$ cat config.mk
export PLATFORM = sky130hd
export DESIGN_NAME = array_list_engine
export DESIGN_NICKNAME = d
export VERILOG_FILES = /design/src/rtl/ale_pkg.sv /design/src/rtl/ale_ram.sv /design/src/rtl/array_list_engine.sv
export SDC_FILE = /design/constraint.sdc
export NUM_CORES = 2
export LEC_CHECK = 0
export BUFFER_PORTS_ARGS = -buffer_cell sky130_fd_sc_hd__buf_2
export CAP_MARGIN = 10
export CORE_MARGIN = 1.5
export CORE_UTILIZATION = 56
export DETAILED_ROUTE_END_ITERATION = 10
export PLACE_DENSITY = 0.75
export SKIP_LAST_GASP = 1
export SLEW_MARGIN = 10
export SYNTH_ARGS = -nofsm -noshare
export SYNTH_HDL_FRONTEND = slang
export SYNTH_SLANG_ARGS = --single-unit
$ cat constraint.sdc
create_clock -name clk -period 5.63 [get_ports clk]
set_clock_uncertainty 0.15 [all_clocks]
set_input_delay 0.563 -clock clk [delete_from_list [all_inputs] [get_ports clk]]
set_output_delay 0.563 -clock clk [all_outputs]
set_load 0.03 [all_outputs]
$ cat src/rtl/ale_pkg.sv
// ----------------------------------------------------------------------------
// ale_pkg: shared types and constants for the array list engine
// Holds the request and result structs, the request and status codes, the
// widths that follow from the list capacity and the fixed field widths.
// ----------------------------------------------------------------------------
package ale_pkg;

  // List capacity and the widths derived from it.
  localparam int CAPACITY = 32;
  localparam int IDX_W    = $clog2(CAPACITY);
  localparam int CNT_W    = $clog2(CAPACITY + 1);

  // Fixed field widths of the request and result.
  localparam int REQ_W   = 3;
  localparam int WORD_W  = 64;
  localparam int POS_W   = 6;
  localparam int STAT_W  = 3;
  localparam int FIDX_W  = 5;
  localparam int FCNT_W  = 6;

  // Request codes.
  localparam logic [REQ_W-1:0] REQ_APPEND = 3'd0;
  localparam logic [REQ_W-1:0] REQ_INSERT = 3'd1;
  localparam logic [REQ_W-1:0] REQ_SEARCH = 3'd2;
  localparam logic [REQ_W-1:0] REQ_DELETE = 3'd3;
  localparam logic [REQ_W-1:0] REQ_DUMP   = 3'd4;

  // Status codes.
  localparam logic [STAT_W-1:0] ST_OK        = 3'd0;
  localparam logic [STAT_W-1:0] ST_FULL      = 3'd1;
  localparam logic [STAT_W-1:0] ST_EMPTY     = 3'd2;
  localparam logic [STAT_W-1:0] ST_NOT_FOUND = 3'd3;
  localparam logic [STAT_W-1:0] ST_BAD_POS   = 3'd4;

  // One incoming request.
  typedef struct packed {
    logic [REQ_W-1:0]  req_type;
    logic [WORD_W-1:0] entry_word;
    logic [POS_W-1:0]  position;
  } cmd_t;

  // One outgoing result.
  typedef struct packed {
    logic [STAT_W-1:0] status;
    logic [FIDX_W-1:0] found_index;
    logic [WORD_W-1:0] dump_word;
    logic [FCNT_W-1:0] entry_count;
    logic              last;
  } rsp_t;

endpackage

$ cat src/rtl/ale_ram.sv
// ----------------------------------------------------------------------------
// ale_ram: simple dual-port synchronous RAM
// One write port and one read port; the read data is registered, so it
// appears in the cycle after the address.
// ----------------------------------------------------------------------------
module ale_ram #(
  parameter int DEPTH = 32,
  parameter int WIDTH = 64
) (
  input  logic                     clk,
  input  logic                     we,
  input  logic [$clog2(DEPTH)-1:0] waddr,
  input  logic [WIDTH-1:0]         wdata,
  input  logic [$clog2(DEPTH)-1:0] raddr,
  output logic [WIDTH-1:0]         rdata
);

  logic [WIDTH-1:0] mem [DEPTH];

  // Write port.
  always_ff @(posedge clk) begin
    if (we) begin
      mem[waddr] <= wdata;
    end
  end

  // Registered read port.
  always_ff @(posedge clk) begin
    rdata <= mem[raddr];
  end

endmodule

$ cat src/rtl/array_list_engine.sv
// Append, failed checks and unknown requests answer in the cycle after the
// request; an insert or delete that moves entries walks the list first, search
// reads entries until a match or the last entry, and a dump streams count
// results, one a cycle, from index 0 up.
// An insert or delete walk reads one entry and writes one per cycle; results
// cannot be stalled. No new request is taken while busy. Reset clears the control registers only.
// ----------------------------------------------------------------------------
// array_list_engine: ordered list of record words with insert/delete/search
// A sequencer walks the list RAM to shift entries, search for a word or dump
// the whole list, and reports one strobed result per step that ends.
// ----------------------------------------------------------------------------
module array_list_engine
  import ale_pkg::*;
(
  input  logic clk,
  input  logic rst,
  input  logic start,
  output logic busy,
  input  cmd_t cmd,
  output rsp_t result,
  output logic result_valid
);

  localparam int CMP_W = (CNT_W > POS_W ? CNT_W : POS_W) + 1;

  // Sequencer states.
  localparam logic [2:0] S_IDLE = 3'd0;
  localparam logic [2:0] S_INS  = 3'd1;
  localparam logic [2:0] S_DEL  = 3'd2;
  localparam logic [2:0] S_SRCH = 3'd3;
  localparam logic [2:0] S_DUMP = 3'd4;

  logic [2:0]        state, state_next;
  logic [CNT_W-1:0]  count, count_next;
  logic [IDX_W-1:0]  ptr, ptr_next;
  logic              rd_on, rd_on_next;
  logic              pend, pend_next;
  logic [IDX_W-1:0]  pend_addr, pend_addr_next;
  logic [IDX_W-1:0]  last_idx, last_idx_next;
  logic [IDX_W-1:0]  pos_q, pos_q_next;
  logic [WORD_W-1:0] word_q, word_q_next;
  rsp_t              result_next;
  logic              result_valid_next;

  logic              we;
  logic [IDX_W-1:0]  waddr;
  logic [WORD_W-1:0] wdata;
  logic [WORD_W-1:0] rdata;

  logic [CMP_W-1:0]  pos_x;
  logic [CMP_W-1:0]  cnt_x;
  logic              is_full;
  logic              is_empty;
  logic              stop_rd;

  ale_ram #(
    .DEPTH(CAPACITY),
    .WIDTH(WORD_W)
  ) u_ram (
    .clk   (clk),
    .we    (we),
    .waddr (waddr),
    .wdata (wdata),
    .raddr (ptr),
    .rdata (rdata)
  );

  assign busy     = (state != S_IDLE);
  assign pos_x    = CMP_W'(cmd.position);
  assign cnt_x    = CMP_W'(count);
  assign is_full  = (cnt_x == CMP_W'(CAPACITY));
  assign is_empty = (count == '0);

  // The read walk stops at the position for insert, at the last entry otherwise.
  assign stop_rd = (state == S_INS) ? (ptr == pos_q) : (ptr == last_idx);

  // Sequencer: request decode, RAM walk and result formation.
  always_comb begin
    state_next        = state;
    count_next        = count;
    ptr_next          = ptr;
    rd_on_next        = rd_on;
    pend_next         = 1'b0;
    pend_addr_next    = pend_addr;
    last_idx_next     = last_idx;
    pos_q_next        = pos_q;
    word_q_next       = word_q;
    result_valid_next = 1'b0;
    result_next       = '0;
    we                = 1'b0;
    waddr             = pend_addr;
    wdata             = rdata;

    if (state == S_IDLE) begin
      if (start) begin
        result_valid_next = 1'b1;
        result_next.last  = 1'b1;
        word_q_next       = cmd.entry_word;
        pos_q_next        = IDX_W'(cmd.position);
        last_idx_next     = IDX_W'(count - CNT_W'(1));
        case (cmd.req_type)
          REQ_APPEND: begin
            if (is_full) begin
              result_next.status = ST_FULL;
            end else begin
              we         = 1'b1;
              waddr      = IDX_W'(count);
              wdata      = cmd.entry_word;
              count_next = count + CNT_W'(1);
            end
          end
          REQ_INSERT: begin
            if (is_full) begin
              result_next.status = ST_FULL;
            end else if (pos_x > cnt_x) begin
              result_next.status = ST_BAD_POS;
            end else if (pos_x == cnt_x) begin
              we         = 1'b1;
              waddr      = IDX_W'(cmd.position);
              wdata      = cmd.entry_word;
              count_next = count + CNT_W'(1);
            end else begin
              result_valid_next = 1'b0;
              state_next        = S_INS;
              ptr_next          = IDX_W'(count - CNT_W'(1));
              rd_on_next        = 1'b1;
            end
          end
          REQ_SEARCH: begin
            if (is_empty) begin
              result_next.status = ST_EMPTY;
            end else begin
              result_valid_next = 1'b0;
              state_next        = S_SRCH;
              ptr_next          = '0;
              rd_on_next        = 1'b1;
            end
          end
          REQ_DELETE: begin
            if (is_empty) begin
              result_next.status = ST_EMPTY;
            end else if (pos_x >= cnt_x) begin
              result_next.status = ST_NOT_FOUND;
            end else if (pos_x == cnt_x - CMP_W'(1)) begin
              count_next = count - CNT_W'(1);
            end else begin
              result_valid_next = 1'b0;
              state_next        = S_DEL;
              ptr_next          = IDX_W'(cmd.position) + IDX_W'(1);
              rd_on_next        = 1'b1;
            end
          end
          REQ_DUMP: begin
            if (is_empty) begin
              result_next.status = ST_EMPTY;
            end else begin
              result_valid_next = 1'b0;
              state_next        = S_DUMP;
              ptr_next          = '0;
              rd_on_next        = 1'b1;
            end
          end
          default: begin
            result_next.status = ST_OK;
          end
        endcase
      end
    end else begin
      // Issue the next read; its data is handled in the following cycle.
      if (rd_on) begin
        pend_next      = 1'b1;
        pend_addr_next = ptr;
        if (stop_rd) begin
          rd_on_next = 1'b0;
        end else if (state == S_INS) begin
          ptr_next = ptr - IDX_W'(1);
        end else begin
          ptr_next = ptr + IDX_W'(1);
        end
      end

      // Consume the data of the previous read.
      case (state)
        S_INS: begin
          if (pend) begin
            we    = 1'b1;
            waddr = pend_addr + IDX_W'(1);
          end else if (!rd_on) begin
            we                = 1'b1;
            waddr             = pos_q;
            wdata             = word_q;
            count_next        = count + CNT_W'(1);
            state_next        = S_IDLE;
            result_valid_next = 1'b1;
            result_next.last  = 1'b1;
          end
        end
        S_DEL: begin
          if (pend) begin
            we    = 1'b1;
            waddr = pend_addr - IDX_W'(1);
          end else if (!rd_on) begin
            count_next        = count - CNT_W'(1);
            state_next        = S_IDLE;
            result_valid_next = 1'b1;
            result_next.last  = 1'b1;
          end
        end
        S_SRCH: begin
          if (pend) begin
            if (rdata == word_q) begin
              result_valid_next       = 1'b1;
              result_next.last        = 1'b1;
              result_next.found_index = FIDX_W'(pend_addr);
              state_next              = S_IDLE;
              rd_on_next              = 1'b0;
              pend_next               = 1'b0;
            end else if (pend_addr == last_idx) begin
              result_valid_next  = 1'b1;
              result_next.last   = 1'b1;
              result_next.status = ST_NOT_FOUND;
              state_next         = S_IDLE;
            end
          end
        end
        S_DUMP: begin
          if (pend) begin
            result_valid_next       = 1'b1;
            result_next.found_index = FIDX_W'(pend_addr);
            result_next.dump_word   = rdata;
            if (pend_addr == last_idx) begin
              result_next.last = 1'b1;
              state_next       = S_IDLE;
            end
          end
        end
        default: begin
          state_next = S_IDLE;
          rd_on_next = 1'b0;
        end
      endcase
    end

    result_next.entry_count = FCNT_W'(count_next);
  end

  // Control registers.
  always_ff @(posedge clk) begin
    if (rst) begin
      state        <= S_IDLE;
      count        <= '0;
      rd_on        <= 1'b0;
      pend         <= 1'b0;
      result_valid <= 1'b0;
    end else begin
      state        <= state_next;
      count        <= count_next;
      rd_on        <= rd_on_next;
      pend         <= pend_next;
      result_valid <= result_valid_next;
    end
  end

  // Datapath registers.
  always_ff @(posedge clk) begin
    ptr       <= ptr_next;
    pend_addr <= pend_addr_next;
    last_idx  <= last_idx_next;
    pos_q     <= pos_q_next;
    word_q    <= word_q_next;
    result    <= result_next;
  end

  // The entry count never passes the capacity.
  a_count_range: assert property (@(posedge clk) disable iff (rst)
    CMP_W'(count) <= CMP_W'(CAPACITY))
    else $error("entry count exceeds capacity");

  // A result that is not the last one belongs to a dump that is still running.
  a_more_follows: assert property (@(posedge clk) disable iff (rst)
    result_valid && !result.last |-> state == S_DUMP)
    else $error("non-final result outside a dump");

  // A successful append grows the list by exactly one.
  a_append_grows: assert property (@(posedge clk) disable iff (rst)
    start && !busy && cmd.req_type == REQ_APPEND && !is_full
    |=> count == $past(count) + CNT_W'(1))
    else $error("append did not grow the list");

  // During a walk the RAM never writes the entry that is being read.
  a_no_overlap: assert property (@(posedge clk) disable iff (rst)
    busy && rd_on && we |-> waddr != ptr)
    else $error("RAM read and write hit the same entry");

  // A walk in progress keeps the engine busy, so no request is taken.
  a_walk_blocks: assert property (@(posedge clk) disable iff (rst)
    (rd_on || pend) |-> busy)
    else $error("walk active while idle");

endmodule
==> results.json <==
{
  "run_status": "complete, no violations",
  "synth.distinct_cells": 85,
  "post-route-util_pct": 64.6,
  "timing.critical_path.from_type": "flip-flop",
  "initial_core_util_pct": 56.4,
  "grt_pass1_vias": 44800,
  "clockBufferDepth": 3,
  "grt_first_pass_wirelength_um": 327000,
  "design.core.area_um2": 156000,
  "preCtsSetupSlack_ns": 0.938,
  "timing_worst_slew_pin_value_ns": 1.18,
  "layout_commonest_cell": "sky130_fd_sc_hd__edfxtp_1",
  "layout.cells.most_common_list": "sky130_fd_sc_hd__edfxtp_1, sky130_fd_sc_hd__mux4_2, sky130_fd_sc_hd__clkbuf_16",
  "min-delay-path-class": "in -> reg",
  "post_route_cells_drive_above_1_share_pct": 31.1,
  "postPlaceCellArea_um2": 93000,
  "syn-cell-area_um2": 88000,
  "synth_largest_area_cell": "sky130_fd_sc_hd__edfxtp_1",
  "total_routed_wirelength_um": 229000,
  "maximum_number_of_pins_on_one_net_before_global_route_repair": 94,
  "static-leakage-power_nw": 32.4,
  "rsz_0062_raised_after_global_routing": "no",
  "postSynthNetCount": 4072,
  "design.die.area_um2": 160000,
  "final-seq-area_um2": 67100,
  "area_growth_synth_to_finish_pct": 14.6,
  "crit_path_end_kind": "flip-flop",
  "path_class": "reg -> reg",
  "holdPathStages": 4,
  "finalPower_mw": 44.3,
  "setup_viol": 0,
  "overflow": 0,
  "cts_made_buffers": 218,
  "final_design_area_no_fill_um2": 101000,
  "tns_ns": 0,
  "cts.htree.levels": 4,
  "hpwl_um": 124000,
  "rows": 145,
  "r2r_setup_slack_ns": 0.81,
  "layout_min_cycle_time_ns": 4.82,
  "syn-instance-count": 3980,
  "postRouteAntennaNets": 0,
  "worstReg2RegEnd": "u_ram.mem[29][55]",
  "final-hold-violation-count": 0,
  "worst_r2r_startpoint": "count[1]",
  "drt_via_density": 6.72,
  "postLayoutSetupSlackWorst_ns": 0.814,
  "gates_resized_cts_repair": 0,
  "grt.total_usage_pct": 29.2,
  "ys.flop_type": "sky130_fd_sc_hd__edfxtp_1",
  "clk_pin_slew_worst_paths_ns": 0.06,
  "relSlewSlack_pct": 20.6,
  "min_from": "cmd[72]",
  "clockRootBuffer": "sky130_fd_sc_hd__clkbuf_16",
  "area_of_combinational_cells_with_multiple_inputs_um2": 20200,
  "synth_warnings": 0,
  "detailed_route_iter0_violations": 6398,
  "final_nets": 4487,
  "drt-wirelength-per-cell_um": 34.4,
  "yosysTopAreaCellShare_pct": 72.7,
  "antenna_found_initial": 19,
  "max_freq_mhz": 208,
  "clk-insertion-delay-late_ns": 0.89,
  "finalWeightedCongestion": 0.857,
  "fp.dieH_um": 399,
  "power_density_nw_per_um2": 439,
  "cts.sinks": 2287,
  "critPathArrivalTime_ns": 5.22,
  "synth_edf_count": 2132,
  "synth_seq_cells": 2287,
  "cts_tree": "built",
  "maximum_net_fanout_on_the_critical_path": 11,
  "critical_path_required_ns": 6.03,
  "remaining_drc_errors": 0,
  "cts_setup_buffers": 0,
  "seq_area_frac_synth_pct": 76.3,
  "cap_viol_max_count": 0,
  "post_synth_main_area_contributors": "sky130_fd_sc_hd__edfxtp_1, sky130_fd_sc_hd__mux4_2, sky130_fd_sc_hd__dfxtp_1, sky130_fd_sc_hd__mux2_2, sky130_fd_sc_hd__xor2_1",
  "routed-via-count": 44700,
  "fillers": 9809,
  "floorplan.die.width_um": 399,
  "synthArstFlopShare_pct": 0,
  "hold_crit_endpoint": "result[76]",
  "avgSynthCellArea_um2": 22.1,
  "timing.final.max_slew_violations": 0,
  "num_io_pins": 157,
  "place.port_buffers": 156,
  "ir_drop_mv": 0.355,
  "r2r.worst_path.cells": 9,
  "detailedRoute.firstPassIterationCount": 5,
  "timing.final.crit_share_pct": 85.5
}
flip-flops by register name (all words and copies together), names as in the netlist:
| signal | flops |
|---|---|
| result_valid | 1 |
| rd_on | 1 |
| word_q | 64 |
| result | 79 |
| last_idx | 5 |
| ptr | 5 |
| pend | 1 |
| u_ram.mem | 2048 |
| u_ram.rdata | 64 |
| state | 3 |
| pend_addr | 5 |
| count | 6 |
| pos_q | 5 |
Yosys cell counts, drive strengths merged (3+ instances only):
master / n
a211oi: 6
a21o: 3
a21oi: 34
a22oi: 21
a311oi: 4
a31oi: 9
a32oi: 3
a41oi: 3
and2: 73
and3: 6
buf: 71
clkbuf: 139
dfxtp: 155
edfxtp: 2132
ha: 15
inv: 23
mux2: 65
mux2i: 7
mux4: 640
nand2: 75
nand2b: 3
nand3: 31
nand3b: 3
nand4: 11
nor2: 157
nor2b: 12
nor3: 17
nor4: 22
o211ai: 6
o21a: 7
o21ai: 24
o221ai: 6
o22ai: 51
o31ai: 6
o32ai: 4
or2: 5
xnor2: 21
xnor3: 4
xor2: 71
cells by family (layout without fill, tap and decap cells):
group	count (synthesis)	after routing	share of synthesized area, %
buffers and inverters	233	844	1.10
AO/OA/AOI/OAI	211	211	1.69
other	0	4	0
AND/OR/NAND/NOR	424	424	2.39
flip-flops	2287	2287	76.3
multiplexers	712	712	17.3
adder cells (fa/ha/maj)	16	16	0.236
XOR/XNOR	97	97	1.04
worst max path at each step:
stage	startpoint	to	slack, ns	cells past startpoint
3_3_place_gp	count[0]	u_ram.mem[15][15]	0.88	9
5_1_grt	count[1]	u_ram.mem[29][55]	0.57	9
3_5_place_dp	count[1]	u_ram.mem[15][27]	0.94	9
4_1_cts	count[1]	u_ram.mem[29][55]	0.87	9
6_report	count[1]	u_ram.mem[29][55]	0.81	9
2_1_floorplan	count[0]	u_ram.mem[23][0]	0.03	10
stage by stage:
step	hold slack, ns	cells
floorplan	0.288	3980
global placement	0.343	6162
detailed placement	0.339	6162
CTS	0.0126	6649
global route	0.0828	6650
finish	0.0756	6653
where the power goes:
group	total [mW]	switching (mW)	internal (mW)
registers	21.9	0.503	21.4
clock network	14.6	6.41	8.15
logic	7.82	5.32	2.50
total	44.3	12.2	32.1
worst max-delay path, stage by stage (launching register included):
cell and delay, ns:
sky130_fd_sc_hd__dfxtp_1 0.38, sky130_fd_sc_hd__inv_1 0.17, sky130_fd_sc_hd__ha_1 0.45, sky130_fd_sc_hd__or4b_1 0.69, sky130_fd_sc_hd__o21ai_2 0.31, sky130_fd_sc_hd__nor3_2 0.15, sky130_fd_sc_hd__a221oi_1 0.40, sky130_fd_sc_hd__nand2_1 0.57
sky130_fd_sc_hd__nor2_4 0.83, sky130_fd_sc_hd__buf_4 0.33
final cells by class:
class	count	area share, %
inverters	23	0.0930
clock inverters	121	1.15
diodes	4	0.00992
repair buffers	405	3.70
flip-flops and latches	2287	66.5
clock buffers	295	5.93
well taps	2058	2.55
multi-input cells	1460	20.0
repair_timing:
item / in CTS / in global routing
endpoints found under the hold margin: 80 / 0
endpoints found under the setup margin: 0 / 0
hold buffers: 71 / 0
layer usage:
layer  up-vias  wire length, um  track usage (%)
met2      3139           112000             46.6
met5         -              105                0
met4        10             7560             9.56
met3       431            25400             6.62
met1     23600            84100             40.6
li1      17500                -                -
(Power assumes the default switching activity.)
